`config.mk`:
```
export PLATFORM = sky130hd
export DESIGN_NAME = ecc_regs
export DESIGN_NICKNAME = d
export VERILOG_FILES = /design/src/escape_count_colorizer_macros.svh /design/src/ecc_pkg.sv /design/src/ecc_regs.sv
export SDC_FILE = /design/constraint.sdc
export NUM_CORES = 1
export LEC_CHECK = 0
export ABC_AREA = 0
export BUFFER_PORTS_ARGS = -buffer_cell sky130_fd_sc_hd__buf_2
export CAP_MARGIN = 15
export CELL_PAD_IN_SITES_DETAIL_PLACEMENT = 1
export CELL_PAD_IN_SITES_GLOBAL_PLACEMENT = 1
export CORE_MARGIN = 1
export CORE_UTILIZATION = 23
export CTS_CLUSTER_DIAMETER = 50
export DETAILED_ROUTE_END_ITERATION = 10
export PLACE_DENSITY = 0.71
export SYNTH_ARGS = -nofsm -noshare
export SYNTH_HDL_FRONTEND = slang
export SYNTH_SLANG_ARGS = --single-unit
export TNS_END_PERCENT = 1
```
`constraint.sdc`:
```
create_clock -name clk -period 0.8 [get_ports clk]
set_input_delay 0.04 -clock clk [delete_from_list [all_inputs] [get_ports clk]]
set_output_delay 0.04 -clock clk [all_outputs]
set_load 0.01 [all_outputs]
```
`src/escape_count_colorizer_macros.svh`:
```
// assertion macros shared by the colourizer modules
// needs clk and rst_n in the scope of each use
`ifndef ESCAPE_COUNT_COLORIZER_MACROS_SVH
`define ESCAPE_COUNT_COLORIZER_MACROS_SVH

// same-cycle implication
`define ECC_ASSERT_IMP(lbl, ante, cons, msg) \
    lbl: assert property (@(posedge clk) disable iff (!rst_n) (ante) |-> (cons)) \
        else $error(msg);

// next-cycle implication
`define ECC_ASSERT_NXT(lbl, ante, cons, msg) \
    lbl: assert property (@(posedge clk) disable iff (!rst_n) (ante) |=> (cons)) \
        else $error(msg);

`endif

```
`src/ecc_pkg.sv`:
```
// types, constants and helper functions of the escape count colourizer
// no dependencies
package ecc_pkg;

    localparam logic [2:0] MODE_LINEAR = 3'd0;
    localparam logic [2:0] MODE_LOG    = 3'd1;
    localparam logic [2:0] MODE_SMOOTH = 3'd2;
    localparam logic [2:0] MODE_HIST   = 3'd3;
    localparam logic [2:0] MODE_CYCLIC = 3'd4;

    localparam logic REG_COLOR_MODE = 1'b0;
    localparam logic REG_MAX_ITER   = 1'b1;

    localparam int DIV_QBITS = 17;
    localparam int NUM_W     = 37;
    localparam int DEN_W     = 20;

    localparam logic [16:0] ONE_Q16 = 17'h10000;

    typedef enum logic [1:0] {
        KIND_LIN,
        KIND_LOG,
        KIND_SMOOTH,
        KIND_CYC
    } kind_t;

    typedef struct packed {
        logic [2:0]  color_mode;
        logic [15:0] max_iterations;
    } cfg_t;

    typedef struct packed {
        logic       black;
        kind_t      kind;
        logic [3:0] cyc_idx;
    } tag_t;

    typedef struct packed {
        logic [NUM_W-1:0] num;
        logic [DEN_W-1:0] den;
        logic             ovf;
        tag_t             tag;
    } div_in_t;

    typedef struct packed {
        logic [DIV_QBITS-1:0] quo;
        logic                 ovf;
        tag_t                 tag;
    } div_out_t;

    localparam logic [7:0] CYC_R [16] = '{8'd128, 8'd176, 8'd217, 8'd245, 8'd255, 8'd245,
        8'd217, 8'd176, 8'd128, 8'd79, 8'd38, 8'd10, 8'd1, 8'd10, 8'd38, 8'd79};
    localparam logic [7:0] CYC_G [16] = '{8'd237, 8'd205, 8'd160, 8'd111, 8'd64, 8'd27,
        8'd5, 8'd2, 8'd18, 8'd50, 8'd95, 8'd144, 8'd191, 8'd228, 8'd250, 8'd253};
    localparam logic [7:0] CYC_B [16] = '{8'd18, 8'd2, 8'd5, 8'd27, 8'd64, 8'd111,
        8'd160, 8'd205, 8'd237, 8'd253, 8'd250, 8'd228, 8'd191, 8'd144, 8'd95, 8'd50};

    function automatic kind_t mode_kind(input logic [2:0] mode);
        kind_t k;
        unique case (mode)
            MODE_LOG:    k = KIND_LOG;
            MODE_SMOOTH: k = KIND_SMOOTH;
            MODE_CYCLIC: k = KIND_CYC;
            default:     k = KIND_LIN;
        endcase
        return k;
    endfunction

    // position of the leading one, zero for a zero word
    function automatic logic [4:0] msb_pos(input logic [31:0] x);
        logic [4:0] p;
        p = '0;
        for (int k = 0; k < 32; k++) begin
            if (x[k]) p = 5'(k);
        end
        return p;
    endfunction

    // fractional part of the piecewise-linear log2, Q.16
    function automatic logic [15:0] log_frac(input logic [31:0] x, input logic [4:0] p);
        logic [31:0] m;
        logic [47:0] v;
        m = x & ~(32'd1 << p);
        v = {m, 16'h0000} >> p;
        return v[15:0];
    endfunction

endpackage

```
`src/ecc_regs.sv`:
```
// apb register file: colour mode and iteration limit
// depends on ecc_pkg
module ecc_regs (
    input  logic               clk,
    input  logic               rst_n,
    input  logic               psel,
    input  logic               penable,
    input  logic               pwrite,
    input  logic [2:0]         paddr,
    input  logic [31:0]        pwdata,
    output logic [31:0]        prdata,
    output logic               pready,
    output ecc_pkg::cfg_t      cfg
);

    logic [2:0]  color_mode_reg, color_mode_next;
    logic [15:0] max_iter_reg, max_iter_next;
    logic        wr;
    logic        idx;

    assign wr     = psel && penable && pwrite;
    assign idx    = paddr[2];
    assign pready = 1'b1;

    always_comb
    begin
        color_mode_next = color_mode_reg;
        max_iter_next   = max_iter_reg;
        if (wr)
        begin
            unique case (idx)
                ecc_pkg::REG_COLOR_MODE: color_mode_next = pwdata[2:0];
                ecc_pkg::REG_MAX_ITER:   max_iter_next   = pwdata[15:0];
            endcase
        end
    end

    always_comb
    begin
        unique case (idx)
            ecc_pkg::REG_COLOR_MODE: prdata = {29'd0, color_mode_reg};
            ecc_pkg::REG_MAX_ITER:   prdata = {16'd0, max_iter_reg};
        endcase
    end

    always_ff @(posedge clk or negedge rst_n)
    begin
        if (!rst_n)
        begin
            color_mode_reg <= ecc_pkg::MODE_LINEAR;
            max_iter_reg   <= 16'd256;
        end
        else
        begin
            color_mode_reg <= color_mode_next;
            max_iter_reg   <= max_iter_next;
        end
    end

    assign cfg.color_mode     = color_mode_reg;
    assign cfg.max_iterations = max_iter_reg;

endmodule

```
==> flow_metrics.py <==
metrics = {
    "critical_path": {
        "crit_path_start_kind": "register",
        "rrSetupSlack_ns": -0.10,
        "crit_path_end_kind": "output port",
        "worst_ep_arrival_time_ns": 1.05,
        "reg2reg_to": "max_iter_reg[1]",
        "path_max_fanout": 3,
        "cp_data_required_time_ns": 0.76,
        "r2r-start": "max_iter_reg[1]",
        "r2r_cells": 2,
        "crit_type": "register to output port",
    },
    "detailed_routing": {
        "drt-total-wl_um": 2703,
        "wl_met3_um": 148,
        "wl_per_cell_um": 13.79,
        "drtIter0Drc": 3,
        "vias": 791,
        "top_layer_used": "met4",
        "ant_nets": 0,
        "wl_met2_um": 1527,
        "drt_first_pass_iters": 2,
        "vias_per_cell": 4.036,
        "met1_length_um": 971,
        "drc_errors": 0,
    },
    "placed_design": {
        "gp_congestion": 0.7224,
        "pre_cts_ws_ns": -0.1415,
        "portBuffers": 56,
        "place_hpwl_um": 2063,
    },
    "cts": {
        "clkSinkCount": 19,
        "numCtsBuffers": 3,
        "clk_pin_slew_ns": 0.07,
        "clock_latency_ns": 0.25,
        "h-tree-depth": 1,
        "root_buffer": "clkbuf_8",
        "cts_tree": "done",
        "clockBufferDepth": 2,
    },
    "sta": {
        "setup-tns-final_ns": -4.643,
        "skew_ns": 0,
        "setup_viol": 40,
        "fmax_mhz": 913.9,
        "fin_crit_sh_pct": 136.8,
        "final.min_clock_period_ns": 1.094,
        "hold_ws_ns": 0.009446,
        "finalHoldViolations": 0,
        "maxSlewViolCount": 0,
        "rsz0062_at_grt": "yes",
        "setup_ws_ns": -0.2942,
    },
    "synth": {
        "yosys_register_bits": 19,
        "yosys.cell_types.count": 11,
        "synth.top_cell.area_share_pct": 43.53,
        "synth_cells": 78,
        "synthesis.area_mm2": 0.001035,
        "ys_warn_count": 0,
        "yosys-top-cells-area": "dfrtp_1, mux2_4, mux2_2, buf_4, and2_1",
        "synth.avg_cell_area_um2": 13.27,
        "ys_seq_area_share_pct": 46.07,
        "synth_area_leader_cell": "dfrtp_1",
    },
    "power_and_ir_drop": {
        "p_leak_uw": 0.0008310,
        "ir_drop_mv": 0.5662,
        "power.density_mw_per_mm2": 2209,
        "p_comb_share_pct": 40.0,
        "power.switching_uw": 1023,
        "p_seq_share_pct": 40.0,
        "finalPower_uw": 3353,
        "internal-power_uw": 2330,
        "p_sw_share_pct": 30.51,
        "clockPowerShare_pct": 20.1,
    },
    "global_route": {
        "grt_pass1_wl_um": 4209,
        "grt_pass1_vias": 838,
        "grt.overflow.total": 0,
        "antenna_found_initial": 0,
        "grtUsageTotal_pct": 11.58,
        "grt_max_degree": 20,
    },
    "worst_hold_path": {
        "min_path_cells": 2,
        "min_from": "pwdata[3]",
        "min_path_type": "input pin to register",
        "min_delay_worst_endpoint": "max_iter_reg[3]",
    },
    "cells_and_area": {
        "fill_cells": 506,
        "drive_gt1_share_pct": 65.97,
        "largest_reg_flops": 16,
        "diodes": 0,
        "nets": 185,
        "area.growth.synth_to_final_pct": 46.68,
    },
    "floorplan": {
        "die_h_um": 69.08,
        "start_util_pct": 23.93,
        "core_area_mm2": 0.004324,
        "num_rows": 24,
        "fp.dieW_um": 69.08,
        "dieArea_mm2": 0.004771,
        "io_pins": 92,
    },
    "run_status": {
        "violations": "setup timing",
        "status": "finished, violations left",
    },
    "flow_run": {
        "maxCapViolCount": 0,
    },
}
[area by class of cell]
class                           count  area [um2]  area share (%)
Sequential cell                    19       476.7           31.41
Timing Repair Buffer               67       450.4           29.68
Clock buffer                        4       45.04           2.968
Tap cell                           52       65.06           4.287
Multi-Input combinational cell     54       480.5           31.66
[per-layer routing]
layer  GRT usage (%)  vias up
li1                -      353
met2           22.22       43
met4           6.803        0
met1           11.57      391
met3           1.754        4
met5               0        -
[per-stage QoR]
step	utilization, %	instance area, um2	std cells
after floorplan	-	1091	93
after global placement	31.11	1345	186
after detailed placement	31.11	1345	186
after CTS	34.49	1491	196
after global routing	35.10	1518	196
final	35.10	1518	196
[worst max-delay path, stage by stage, from the launching register on]
cell	delay, ns
dfrtp_1	0.40
mux2_4	0.28
buf_6	0.12
[timing repair]
| action | 4_1_cts | 5_1_grt |
|---|---|---|
| hold buffers | 1 | 0 |
| buffers inserted | 5 | 0 |
| resized for setup | 10 | 6 |
| gates cloned | 0 | 0 |
| hold endpoints to repair | 18 | 0 |
| pin swaps | 12 | 0 |
| endpoints found under the setup margin | 35 | 43 |
[synth_stat cells, drive strengths merged]
cell    instances
mux2           22
buf            19
dfrtp          18
and2           13
conb            2
clkbuf          1
dfstp           1
nand4           1
nand4b          1
[logic make-up (layout without fill, tap and decap cells)]
| family | count (synthesis) | count (layout) | share of synthesized area (%) |
|---|---|---|---|
| flops | 19 | 19 | 46.07 |
| other cells | 2 | 17 | 0.7258 |
| simple gates | 15 | 15 | 10.76 |
| mux | 22 | 22 | 27.57 |
| buf+inv | 20 | 71 | 14.87 |
[worst max path at each step]
| stage | cells past startpoint | slack (ns) | startpoint | to |
|---|---|---|---|---|
| floorplan | 4 | -0.06 | paddr[2] | max_iter_reg[10] |
| global placement | 4 | -0.10 | paddr[2] | max_iter_reg[4] |
| detailed placement | 4 | -0.14 | paddr[2] | max_iter_reg[5] |
| CTS | 2 | -0.30 | color_mode_reg[0] | prdata[0] |
| global route | 2 | -0.33 | color_mode_reg[0] | prdata[0] |
| finish | 2 | -0.29 | color_mode_reg[0] | prdata[0] |
[power groups by stage]
stage	sequential (uW)	combinational (uW)	clock (uW)
after floorplan	1430	549	0
after global placement	1330	1030	0
after detailed placement	1360	1080	0
after CTS	1340	1310	705
after global routing	1370	1430	737
final	1340	1340	672
[placed cells by master, fill, tap and decap left out, types with 2 or more instances in the layout]
cell      count
buf_4         7
clkbuf_8      3
buf_12        2
buf_2        47
buf_6        10
dfrtp_1      18
and2_1       11
conb_1       17
and2_4        2
mux2_4       14
mux2_2        8
Power figures use the tool's default switching activity.
