===== src/escape_count_colorizer_macros.svh =====
// assertion macros shared by the colourizer modules
// needs clk and rst_n in the scope of each use
`ifndef ESCAPE_COUNT_COLORIZER_MACROS_SVH
`define ESCAPE_COUNT_COLORIZER_MACROS_SVH

// same-cycle implication
`define ECC_ASSERT_IMP(lbl, ante, cons, msg) \
    lbl: assert property (@(posedge clk) disable iff (!rst_n) (ante) |-> (cons)) \
        else $error(msg);

// next-cycle implication
`define ECC_ASSERT_NXT(lbl, ante, cons, msg) \
    lbl: assert property (@(posedge clk) disable iff (!rst_n) (ante) |=> (cons)) \
        else $error(msg);

`endif


===== src/ecc_pkg.sv =====
// types, constants and helper functions of the escape count colourizer
// no dependencies
package ecc_pkg;

    localparam logic [2:0] MODE_LINEAR = 3'd0;
    localparam logic [2:0] MODE_LOG    = 3'd1;
    localparam logic [2:0] MODE_SMOOTH = 3'd2;
    localparam logic [2:0] MODE_HIST   = 3'd3;
    localparam logic [2:0] MODE_CYCLIC = 3'd4;

    localparam logic REG_COLOR_MODE = 1'b0;
    localparam logic REG_MAX_ITER   = 1'b1;

    localparam int DIV_QBITS = 17;
    localparam int NUM_W     = 37;
    localparam int DEN_W     = 20;

    localparam logic [16:0] ONE_Q16 = 17'h10000;

    typedef enum logic [1:0] {
        KIND_LIN,
        KIND_LOG,
        KIND_SMOOTH,
        KIND_CYC
    } kind_t;

    typedef struct packed {
        logic [2:0]  color_mode;
        logic [15:0] max_iterations;
    } cfg_t;

    typedef struct packed {
        logic       black;
        kind_t      kind;
        logic [3:0] cyc_idx;
    } tag_t;

    typedef struct packed {
        logic [NUM_W-1:0] num;
        logic [DEN_W-1:0] den;
        logic             ovf;
        tag_t             tag;
    } div_in_t;

    typedef struct packed {
        logic [DIV_QBITS-1:0] quo;
        logic                 ovf;
        tag_t                 tag;
    } div_out_t;

    localparam logic [7:0] CYC_R [16] = '{8'd128, 8'd176, 8'd217, 8'd245, 8'd255, 8'd245,
        8'd217, 8'd176, 8'd128, 8'd79, 8'd38, 8'd10, 8'd1, 8'd10, 8'd38, 8'd79};
    localparam logic [7:0] CYC_G [16] = '{8'd237, 8'd205, 8'd160, 8'd111, 8'd64, 8'd27,
        8'd5, 8'd2, 8'd18, 8'd50, 8'd95, 8'd144, 8'd191, 8'd228, 8'd250, 8'd253};
    localparam logic [7:0] CYC_B [16] = '{8'd18, 8'd2, 8'd5, 8'd27, 8'd64, 8'd111,
        8'd160, 8'd205, 8'd237, 8'd253, 8'd250, 8'd228, 8'd191, 8'd144, 8'd95, 8'd50};

    function automatic kind_t mode_kind(input logic [2:0] mode);
        kind_t k;
        unique case (mode)
            MODE_LOG:    k = KIND_LOG;
            MODE_SMOOTH: k = KIND_SMOOTH;
            MODE_CYCLIC: k = KIND_CYC;
            default:     k = KIND_LIN;
        endcase
        return k;
    endfunction

    // position of the leading one, zero for a zero word
    function automatic logic [4:0] msb_pos(input logic [31:0] x);
        logic [4:0] p;
        p = '0;
        for (int k = 0; k < 32; k++) begin
            if (x[k]) p = 5'(k);
        end
        return p;
    endfunction

    // fractional part of the piecewise-linear log2, Q.16
    function automatic logic [15:0] log_frac(input logic [31:0] x, input logic [4:0] p);
        logic [31:0] m;
        logic [47:0] v;
        m = x & ~(32'd1 << p);
        v = {m, 16'h0000} >> p;
        return v[15:0];
    endfunction

endpackage


===== src/ecc_front.sv =====
// front stages: log2 of count, limit and magnitude, smooth correction,
// dividend and divisor selection and overflow check; depends on ecc_pkg
module ecc_front (
    input  logic             clk,
    input  logic             rst_n,
    input  logic             en,
    input  logic             in_valid,
    input  logic [15:0]      iteration_count,
    input  logic [31:0]      magnitude_squared,
    input  ecc_pkg::cfg_t    cfg,
    output logic             dout_valid,
    output ecc_pkg::div_in_t dout
);

    // limit log2, static between config writes
    logic [4:0]  pm_reg;
    logic [19:0] lm_reg;
    logic [15:0] den16;

    // stage 1
    logic        v1_reg;
    logic [15:0] i1_reg;
    logic [31:0] mag1_reg;
    logic [4:0]  pi1_reg, pz1_reg;
    // stage 2
    logic        v2_reg;
    logic [15:0] i2_reg;
    logic [19:0] li2_reg, li2_next;
    logic [20:0] lmag2_reg, lmag2_next;
    logic [23:0] lin2_reg, lin2_next;
    logic        big2_reg;
    ecc_pkg::tag_t tag2_reg, tag2_next;
    // stage 3
    logic        v3_reg;
    logic [15:0] i3_reg;
    logic [19:0] li3_reg;
    logic [23:0] lin3_reg;
    logic        big3_reg;
    ecc_pkg::tag_t tag3_reg;
    logic [20:0] l2;
    logic [35:0] prod;
    logic [19:0] lnzr3_reg;
    // stage 4
    logic        v4_reg;
    logic [15:0] i4_reg;
    logic [19:0] li4_reg;
    logic [23:0] lin4_reg;
    logic        big4_reg;
    ecc_pkg::tag_t tag4_reg;
    logic [19:0] lnz4_reg, lnz4_next;
    logic [4:0]  pl4_reg;
    // stage 5
    logic        v5_reg;
    logic [15:0] i5_reg;
    logic [19:0] li5_reg;
    logic [23:0] lin5_reg;
    ecc_pkg::tag_t tag5_reg;
    logic [20:0] llnz;
    logic signed [21:0] nu5_reg, nu5_next;
    // stage 6
    logic        v6_reg;
    ecc_pkg::tag_t tag6_reg;
    logic [16:0] ip1;
    logic [34:0] s;
    logic [ecc_pkg::NUM_W-1:0] num6_reg, num6_next;
    logic [ecc_pkg::DEN_W-1:0] den6_reg, den6_next;
    // stage 7
    logic        v7_reg;
    ecc_pkg::div_in_t d7_reg, d7_next;

    assign den16 = (cfg.max_iterations == 16'd0) ? 16'd1 : cfg.max_iterations;

    always_ff @(posedge clk)
    begin
        pm_reg <= ecc_pkg::msb_pos({16'd0, cfg.max_iterations});
        lm_reg <= {pm_reg[3:0], ecc_pkg::log_frac({16'd0, cfg.max_iterations}, pm_reg)};
    end

    always_ff @(posedge clk or negedge rst_n)
    begin
        if (!rst_n)
        begin
            v1_reg <= 1'b0;
            v2_reg <= 1'b0;
            v3_reg <= 1'b0;
            v4_reg <= 1'b0;
            v5_reg <= 1'b0;
            v6_reg <= 1'b0;
            v7_reg <= 1'b0;
        end
        else if (en)
        begin
            v1_reg <= in_valid;
            v2_reg <= v1_reg;
            v3_reg <= v2_reg;
            v4_reg <= v3_reg;
            v5_reg <= v4_reg;
            v6_reg <= v5_reg;
            v7_reg <= v6_reg;
        end
    end

    always_comb
    begin
        li2_next   = {pi1_reg[3:0], ecc_pkg::log_frac({16'd0, i1_reg}, pi1_reg)};
        lmag2_next = {pz1_reg, ecc_pkg::log_frac(mag1_reg, pz1_reg)};
        lin2_next  = 24'(i1_reg) * 24'd255;
        tag2_next.black   = (i1_reg == cfg.max_iterations);
        tag2_next.kind    = ecc_pkg::mode_kind(cfg.color_mode);
        tag2_next.cyc_idx = i1_reg[3:0];
    end

    // ln|z| from log2 of |z|^2 in Q8.24
    assign l2   = lmag2_reg - 21'h18_0000;
    assign prod = 36'(l2) * 36'd22713;

    assign lnz4_next = (lnzr3_reg == 20'd0) ? 20'd1 : lnzr3_reg;

    assign llnz     = {pl4_reg, ecc_pkg::log_frac({12'd0, lnz4_reg}, pl4_reg)};
    assign nu5_next = big4_reg ? ($signed({1'b0, llnz}) - 22'sd1048576) : 22'sd0;

    assign ip1 = {1'b0, i5_reg} + 17'd1;
    assign s   = {2'b00, ip1, 16'h0000} - {{13{nu5_reg[21]}}, nu5_reg};

    always_comb
    begin
        num6_next = '0;
        den6_next = {4'd0, den16};
        unique case (tag5_reg.kind)
            ecc_pkg::KIND_LIN:
                num6_next = ecc_pkg::NUM_W'(lin5_reg);
            ecc_pkg::KIND_LOG:
            begin
                num6_next = ecc_pkg::NUM_W'({li5_reg, 16'h0000});
                // zero limit log: a count of zero or one gives ratio zero, the rest overflow
                den6_next = (lm_reg == 20'd0) ? 20'd1 : lm_reg;
            end
            ecc_pkg::KIND_SMOOTH:
                // non-positive smooth value gives ratio zero
                num6_next = (!s[34] && (s != 35'd0)) ? ecc_pkg::NUM_W'(s[33:0]) : '0;
            ecc_pkg::KIND_CYC:
                num6_next = '0;
        endcase
    end

    always_comb
    begin
        d7_next.num = num6_reg;
        d7_next.den = den6_reg;
        d7_next.ovf = (num6_reg >= {den6_reg, 17'd0}) && (num6_reg != '0);
        d7_next.tag = tag6_reg;
    end

    always_ff @(posedge clk)
    begin
        if (en)
        begin
            i1_reg    <= iteration_count;
            mag1_reg  <= magnitude_squared;
            pi1_reg   <= ecc_pkg::msb_pos({16'd0, iteration_count});
            pz1_reg   <= ecc_pkg::msb_pos(magnitude_squared);

            i2_reg    <= i1_reg;
            li2_reg   <= li2_next;
            lmag2_reg <= lmag2_next;
            lin2_reg  <= lin2_next;
            big2_reg  <= (mag1_reg > 32'h0100_0000);
            tag2_reg  <= tag2_next;

            i3_reg    <= i2_reg;
            li3_reg   <= li2_reg;
            lin3_reg  <= lin2_reg;
            big3_reg  <= big2_reg;
            tag3_reg  <= tag2_reg;
            lnzr3_reg <= prod[35:16];

            i4_reg    <= i3_reg;
            li4_reg   <= li3_reg;
            lin4_reg  <= lin3_reg;
            big4_reg  <= big3_reg;
            tag4_reg  <= tag3_reg;
            lnz4_reg  <= lnz4_next;
            pl4_reg   <= ecc_pkg::msb_pos({12'd0, lnz4_next});

            i5_reg    <= i4_reg;
            li5_reg   <= li4_reg;
            lin5_reg  <= lin4_reg;
            tag5_reg  <= tag4_reg;
            nu5_reg   <= nu5_next;

            tag6_reg  <= tag5_reg;
            num6_reg  <= num6_next;
            den6_reg  <= den6_next;

            d7_reg    <= d7_next;
        end
    end

    assign dout_valid = v7_reg;
    assign dout       = d7_reg;

endmodule


===== config.mk =====
export PLATFORM = sky130hd
export DESIGN_NAME = ecc_front
export DESIGN_NICKNAME = d
export VERILOG_FILES = /design/src/escape_count_colorizer_macros.svh /design/src/ecc_pkg.sv /design/src/ecc_front.sv
export SDC_FILE = /design/constraint.sdc
export NUM_CORES = 1
export LEC_CHECK = 0
export BUFFER_PORTS_ARGS = -buffer_cell sky130_fd_sc_hd__buf_4
export CORE_ASPECT_RATIO = 1.5
export CORE_MARGIN = 10
export CORE_UTILIZATION = 30
export CTS_BUF_LIST = sky130_fd_sc_hd__clkbuf_4 sky130_fd_sc_hd__clkbuf_8
export DETAILED_ROUTE_END_ITERATION = 8
export GPL_TIMING_DRIVEN = 0
export PLACE_DENSITY = 0.49
export SLEW_MARGIN = 0
export SYNTH_ARGS = -nofsm -noshare
export SYNTH_HDL_FRONTEND = slang
export SYNTH_SLANG_ARGS = --single-unit
export TNS_END_PERCENT = 10

===== constraint.sdc =====
create_clock -name clk -period 7.27 [get_ports clk]
set_input_delay 0.727 -clock clk [delete_from_list [all_inputs] [get_ports clk]]
set_output_delay 0.727 -clock clk [all_outputs]
set_load 0.005 [all_outputs]

==> flow_metrics.py, run 1 <==
metrics = {
    "outcome": {
        "status": "complete, no violations",
    },
    "timing": {
        "final.setup_skew_ns": 0.0414,
        "setup_violations": 0,
        "rsz0062_at_grt": "false",
        "tns_ns": 0,
        "period_share_pct": 89.1,
        "fmax_ghz": 0.154,
        "min_period_ns": 6.48,
        "worst_pin_slew_ns": 0.879,
        "drv_slew": 0,
        "timing.final.hold_violations": 0,
        "slew_headroom_pct": 40.9,
    },
    "placement": {
        "place_hpwl_mm": 55.8,
        "dpl_cell_area_um2": 34600,
        "dp.cells": 4122,
        "numPortBuffers": 129,
        "place_congestion": 0.890,
    },
    "worst_setup_path": {
        "r2r_slack_ns": 0.79,
        "crit_family": "adder cells",
        "path_cells": "fa_1 > fa_1 > ha_1 > inv_1 > fa_1 > inv_1 > fa_1 > ha_1 > ha_1 > o21a_1 > o211a_1 > a221oi_1 > a211oi_1 > o31ai_1 > nand3b_1 > a31oi_1 > o21bai_1 > xor2_1",
        "required_ns": 7.70,
        "crit_slowest_cell": "edfxtp_1",
        "crit_path_frequent_cell": "fa_1",
        "path_buf_inv": 2,
        "end_kind": "flip-flop",
        "cpPeakStageDelay_ns": 0.72,
        "critPathLaunchType": "flip-flop",
        "r2r_end": "lnzr3_reg[13]",
        "path_class": "reg2reg",
        "path_depth": 18,
        "arrival_ns": 6.91,
        "cp-startpoint": "lmag2_reg[10]",
        "ff2ff_path_depth": 18,
        "path_max_fanout": 8,
        "reg2reg_from": "lmag2_reg[10]",
    },
    "synthesis": {
        "synthMuxAreaShare_pct": 5.12,
        "synthAdderAreaFrac_pct": 19.4,
        "synth_top_family_by_area": "adder cells",
        "syn_area_per_cell_um2": 12.3,
        "async_flop_share_pct": 1.28,
        "synth_top_cell_by_area": "edfxtp_1",
        "syn_nets": 3044,
        "synth_cells": 2583,
        "synth.distinct_cells": 77,
        "yosys.area_share.simple_pct": 8.93,
        "synth_area_leaders": "edfxtp_1 (49%), fa_1 (11%), ha_1 (8.6%)",
        "yosys_register_bits": 548,
        "synth_top_cell_area_share_pct": 49.0,
        "synth_common_cells": "edfxtp_1 (518), inv_1 (337), nand2_1 (220)",
        "yosysMostFrequentCell": "edfxtp_1",
        "synth_ff_type": "edfxtp_1",
        "synth.yosys.seq_area_share_pct": 51.0,
        "synth_edf_count": 518,
        "synth_xor_area_share_pct": 2.57,
        "syn_area_um2": 31700,
        "synth-compound-area-share_pct": 7.76,
        "synth_warnings": 0,
    },
    "routing": {
        "route.antenna.remaining_nets": 0,
        "first_pass_iters": 5,
        "wire_per_inst_um": 16.6,
        "vias": 19500,
        "vias_per_cell": 4.55,
        "drt_iter0_markers": 823,
        "drt_wl_total_mm": 71.0,
        "drcViolationCount": 0,
    },
    "clock_network": {
        "cts_sinks": 548,
        "h-tree-depth": 3,
        "clk_latency_ns": 0.71,
        "cts_tree": "done",
        "ctsResizeCount": 0,
        "cts_max_path_buffers": 3,
        "clockRootBuffer": "clkbuf_8",
        "post-cts-setup-buffers": 0,
        "cts_made_buffers": 88,
        "clk_pin_slew_ns": 0.07,
    },
    "layout": {
        "post-route-util_pct": 34.7,
        "drive_gt1_share_pct": 12.4,
        "ff_latch_area_um2": 16200,
        "final_cell_area_um2": 36500,
        "fin_cells": 4282,
        "fillCellCount": 10500,
        "largest_reg_flops": 64,
        "fin_nets": 3268,
        "syn2layout_area_growth_pct": 15.0,
        "multiInputGateArea_um2": 13900,
    },
    "pwr": {
        "p_leak_nw": 15.0,
        "vdd_drop_max_mv": 0.232,
        "powerDensity_nw_per_um2": 396,
    },
    "run": {
        "cap_violations": 0,
    },
    "floorplan": {
        "core_um2": 105000,
        "fp.dieArea_um2": 119000,
        "dieHeight_um": 418,
        "die_w_um": 285,
        "io_pins": 137,
        "start_util_pct": 30.1,
        "rows": 146,
    },
    "hold_path": {
        "hold_class": "in2reg",
        "whs_endpoint": "mag1_reg[0]",
        "hold_depth": 1,
        "min-delay-start": "magnitude_squared[0]",
    },
    "global_routing": {
        "grt_usage_pct": 11.9,
        "grt_first_pass_wirelength_mm": 114,
        "grt_start_max_net_pins": 118,
        "antenna_found_initial": 1,
        "grt_overflow": 0,
        "grt_pass1_vias": 20900,
    },
}
==> final cells by class <==
cell class	instances	area share [%]
timing repair buffer	134	3.00
clock inverter	38	1.14
inverter	344	3.54
buffer	88	0.919
sequential	548	44.4
antenna	1	0.00686
tap	1406	4.82
multi-input combinational	1603	38.1
clock buffer	120	4.10
==> through the flow <==
step | power [mW] | worst slack [ns] | hold slack [ns]
2_1_floorplan | 9.91 | 1.51 | 0.329
3_3_place_gp | 11.8 | 0.730 | 0.351
3_5_place_dp | 11.8 | 0.742 | 0.347
4_1_cts | 14.8 | 0.684 | 0.127
5_1_grt | 15.9 | 0.453 | 0.164
6_report | 14.4 | 0.790 | 0.214
==> repair_timing <==
item | CTS | global route
hold endpoints to repair | 7 | 0
endpoints found under the setup margin | 0 | 0
hold buffers | 1 | 0
==> power breakdown <==
group / leakage, nW / total, mW / internal [mW] / switching, mW
registers: 5.40 / 4.65 / 4.35 / 0.303
clock network: 1.00 / 2.84 / 1.60 / 1.24
logic: 8.56 / 6.96 / 3.08 / 3.88
total: 15.0 / 14.4 / 9.02 / 5.43
==> kinds of logic after synthesis <==
kind of cell,after synthesis
mux,134
compound gates,387
fa+ha+maj,390
buf+inv,432
xor+xnor,93
other cells,1
simple gates,598
flops,548
==> worst register-to-register path, stage by stage, from the launching register on <==
cell and delay (ns):
edfxtp_1 0.72, fa_1 0.55, fa_1 0.45, ha_1 0.28, inv_1 0.05, fa_1 0.53
inv_1 0.05, fa_1 0.47, ha_1 0.31, ha_1 0.29, o21a_1 0.22, o211a_1 0.21
a221oi_1 0.63, a211oi_1 0.25, o31ai_1 0.41, nand3b_1 0.22, a31oi_1 0.31, o21bai_1 0.11
xor2_1 0.15
==> per-layer routing <==
metal	part of all wire [%]	GRT usage (%)	vias up
met5	0	0	-
li1	-	-	9595
met2	53	22.0	360
met4	3.7	5.34	0
met3	3.7	1.94	147
met1	39	13.3	9399
==> worst max path at each step <==
| stage | to | slack, ns |
|---|---|---|
| after global placement | lnzr3_reg[13] | 0.73 |
| after CTS | lnzr3_reg[13] | 0.68 |
| after global routing | lnzr3_reg[13] | 0.45 |
| after floorplan | lnzr3_reg[13] | 1.51 |
| after detailed placement | lnzr3_reg[13] | 0.74 |
| final | lnzr3_reg[13] | 0.79 |
==> placed cells by master (no fill, tap or decap), types with 28 or more instances in the layout <==
cell	count
nand2_1	220
nor4_1	34
ha_1	219
xnor2_1	65
inv_1	337
nand3_1	40
fa_1	171
nor2_1	129
edfxtp_1	518
xor2_1	28
clkbuf_8	95
clkbuf_1	77
mux2i_1	79
o21ai_0	108
a21oi_1	91
mux2_2	36
buf_4	129
nor3_1	42
Power figures use the tool's default switching activity.
==> inputs of run 2 (changes only) <==
Settings changed: ABC_AREA from default to 1, RECOVER_POWER from default to 50.
==> run 2 against run 1 <==
The run now ends with max-capacitance violations, max-slew violations left. Setup slack gained 0.70 ns. Flip-flop and latch count is the same. Wire length grew 17%. Maximum frequency grew 12%. Clock power shrank 1%. Sequential power is essentially flat. First-iteration DRC count grew 24%. Synthesized area grew 3.6%. Synthesized cell count grew 22%. Hold slack gained 0.011 ns. Global-route usage grew 1.3 points. Total power grew 3.3%.
==> flow_metrics.py, run 2 <==
metrics = {
    "worst_setup_path": {
        "critPathLaunchType": "flip-flop",
        "reg2reg_from": "lmag2_reg[11]",
        "arrival_ns": 6.22,
        "path_max_fanout": 8,
        "r2r_slack_ns": 1.49,
        "ff2ff_path_depth": 20,
        "cp-startpoint": "lmag2_reg[11]",
        "end_kind": "flip-flop",
        "path_class": "reg2reg",
        "r2r_end": "lnzr3_reg[17]",
        "required_ns": 7.70,
    },
    "timing": {
        "timing.final.hold_violations": 0,
        "worst_pin_slew_ns": 5.78,
        "min_period_ns": 5.78,
        "setup_violations": 0,
        "setup_ws_ns": 1.49,
        "slew_headroom_pct": -286,
        "drv_slew": 97,
        "rsz0062_at_grt": "false",
        "period_share_pct": 79.6,
        "final.setup_skew_ns": 0.0451,
        "fmax_ghz": 0.173,
        "tns_ns": 0,
    },
    "clock_network": {
        "clk_latency_ns": 0.72,
        "h-tree-depth": 3,
        "clockRootBuffer": "clkbuf_8",
        "hold_buffers": 1,
        "ctsResizeCount": 0,
        "cts_tree": "done",
        "cts_max_path_buffers": 3,
        "cts_made_buffers": 94,
        "post-cts-setup-buffers": 0,
        "cts_sinks": 548,
        "clk_pin_slew_ns": 0.06,
    },
    "placement": {
        "dpl_cell_area_um2": 35800,
        "numPortBuffers": 135,
        "place_congestion": 0.911,
        "place_hpwl_mm": 66.5,
        "dp_slack_ns": 1.51,
    },
    "routing": {
        "first_pass_iters": 5,
        "drcViolationCount": 0,
        "wire_per_inst_um": 17.0,
        "drt_iter0_markers": 1018,
        "route.antenna.remaining_nets": 0,
        "vias": 22500,
        "vias_per_cell": 4.60,
        "drt_wl_total_mm": 82.9,
    },
    "synthesis": {
        "synth_xor_area_share_pct": 2.31,
        "synth.distinct_cells": 67,
        "syn_area_per_cell_um2": 10.5,
        "synthAdderAreaFrac_pct": 18.8,
        "synth.yosys.seq_area_share_pct": 49.3,
        "yosysMostFrequentCell": "nand2_1",
        "synth_cells": 3140,
        "synth_top_cell_area_share_pct": 47.3,
        "synth_edf_count": 518,
        "yosys_register_bits": 548,
        "synthMuxAreaShare_pct": 0.643,
        "synth_top_family_by_area": "adder cells",
        "synth_warnings": 0,
        "async_flop_share_pct": 1.28,
        "syn_nets": 3601,
        "synth_ff_type": "edfxtp_1",
        "synth_top_cell_by_area": "edfxtp_1",
        "synth_area_leaders": "edfxtp_1 (47%), fa_1 (10%), ha_1 (8.3%)",
        "yosys.area_share.simple_pct": 12.1,
        "synth_common_cells": "nand2_1 (546), inv_1 (521), edfxtp_1 (518)",
        "syn_area_um2": 32900,
        "synth-compound-area-share_pct": 9.74,
    },
    "hold_path": {
        "hold_class": "in2reg",
        "hold_depth": 1,
        "whs_endpoint": "i1_reg[0]",
        "min-delay-start": "iteration_count[0]",
    },
    "floorplan": {
        "rows": 148,
        "start_util_pct": 30.2,
        "core_um2": 109000,
        "dieHeight_um": 425,
        "io_pins": 137,
        "fp.dieArea_um2": 123000,
        "die_w_um": 290,
    },
    "outcome": {
        "status": "finished, violations left",
        "violations": "max-capacitance violations, max-slew violations",
    },
    "pwr": {
        "swShare_pct": 41.0,
        "powerDensity_nw_per_um2": 398,
        "p_int_mw": 8.80,
        "vdd_drop_max_mv": 0.273,
        "power.switching_mw": 6.12,
        "p_leak_nw": 15.8,
        "power_frac_seq_pct": 31.1,
        "comb_power_share_pct": 50.1,
        "clockPowerShare_pct": 18.8,
    },
    "run": {
        "cap_violations": 1,
    },
    "global_routing": {
        "grt_start_max_net_pins": 128,
        "grt_first_pass_wirelength_mm": 130,
        "antenna_found_initial": 3,
        "grt_usage_pct": 13.3,
        "grt_pass1_vias": 23700,
        "grt_overflow": 0,
    },
    "layout": {
        "largest_reg_flops": 64,
        "multiInputGateArea_um2": 14300,
        "post-route-util_pct": 34.5,
        "final_cell_mix": "nand2_1 (546), inv_1 (521), edfxtp_1 (518)",
        "syn2layout_area_growth_pct": 14.2,
        "fillCellCount": 11100,
        "final_cell_area_um2": 37500,
        "layout_commonest_cell": "nand2_1",
        "drive_gt1_share_pct": 9.21,
        "ff_latch_area_um2": 16200,
        "fin_nets": 3837,
    },
}
==> run 2: changes by cell type after synthesis, sizes merged, moves of 19 or more <==
| cell | before | now |
|---|---|---|
| mux2i | 79 | 20 |
| xor2 | 28 | 52 |
| nor2b | 21 | 0 |
| mux4 | 19 | 0 |
| nand2 | 220 | 550 |
| and2 | 20 | 0 |
| o21ai | 110 | 277 |
| xnor2 | 65 | 34 |
| nand3 | 40 | 98 |
| inv | 340 | 526 |
| nor2 | 129 | 178 |
| mux2 | 36 | 1 |
| nor3 | 42 | 23 |
==> run 2: cells by family (layout without fill, tap and decap cells) <==
family / count (synthesis) / after routing
muxes: 21 / 21
other: 1 / 3
buffers and inverters: 625 / 937
and+or+nand+nor: 935 / 935
AOI/OAI and AO/OA: 534 / 534
DFF: 548 / 548
adders and majority gates: 390 / 390
xor gates and xnor gates: 86 / 86
==> run 2: metal layers <==
| layer | global-route usage, % | routed length, um |
|---|---|---|
| met3 | 1.99 | 2980 |
| met4 | 6.14 | 3390 |
| met5 | 0 | 13 |
| met2 | 25.5 | 44700 |
| met1 | 14.0 | 31800 |
==> run 2: stage by stage <==
step / hold WS (ns) / power (mW) / instances
after floorplan: 0.329 / 10.2 / 3140
after global placement: 0.381 / 12.3 / 4700
after detailed placement: 0.378 / 12.3 / 4704
after CTS: 0.108 / 15.2 / 4877
after global routing: 0.162 / 16.5 / 4879
final: 0.225 / 14.9 / 4879
==> run 2: worst max-delay path: stages, from the launching register on <==
cell and delay, ns:
edfxtp_1 0.62, fa_1 0.64, fa_1 0.42, ha_1 0.29, inv_1 0.05, fa_1 0.53, inv_1 0.05, fa_1 0.43
ha_1 0.29, ha_1 0.37, nand2_1 0.10, nor2_1 0.15, nand3_1 0.10, nand3_1 0.15, nand3_1 0.09, nand2_1 0.13
a21oi_1 0.13, o31ai_1 0.56, nand3_1 0.18, o2111ai_1 0.14, xor2_1 0.09
==> run 2: layout make-up <==
type                       instances  share of cell area, %
inverter                         528                   5.28
buffer                            97                   1.04
clock buffer                     122                   4.06
multi-input combinational       1967                   38.1
timing repair buffer             140                   2.57
tap                             1425                   4.75
clock inverter                    50                   1.03
sequential                       548                   43.1
antenna                            2                 0.0133
==> run 2: worst max path at each step <==
stage               depth (start not counted)       endpoint
floorplan                                  20  lnzr3_reg[17]
global placement                            2     dout_valid
detailed placement                         20  lnzr3_reg[17]
CTS                                        20  lnzr3_reg[17]
global route                               20  lnzr3_reg[17]
finish                                     20  lnzr3_reg[17]
==> run 2: power groups by stage <==
stage	Sequential [mW]	Clock [mW]	Combinational, mW
2_1_floorplan	4.58	0	5.65
3_3_place_gp	4.72	0	7.60
3_5_place_dp	4.71	0	7.60
4_1_cts	4.64	2.93	7.67
5_1_grt	4.69	3.07	8.74
6_report	4.64	2.80	7.48
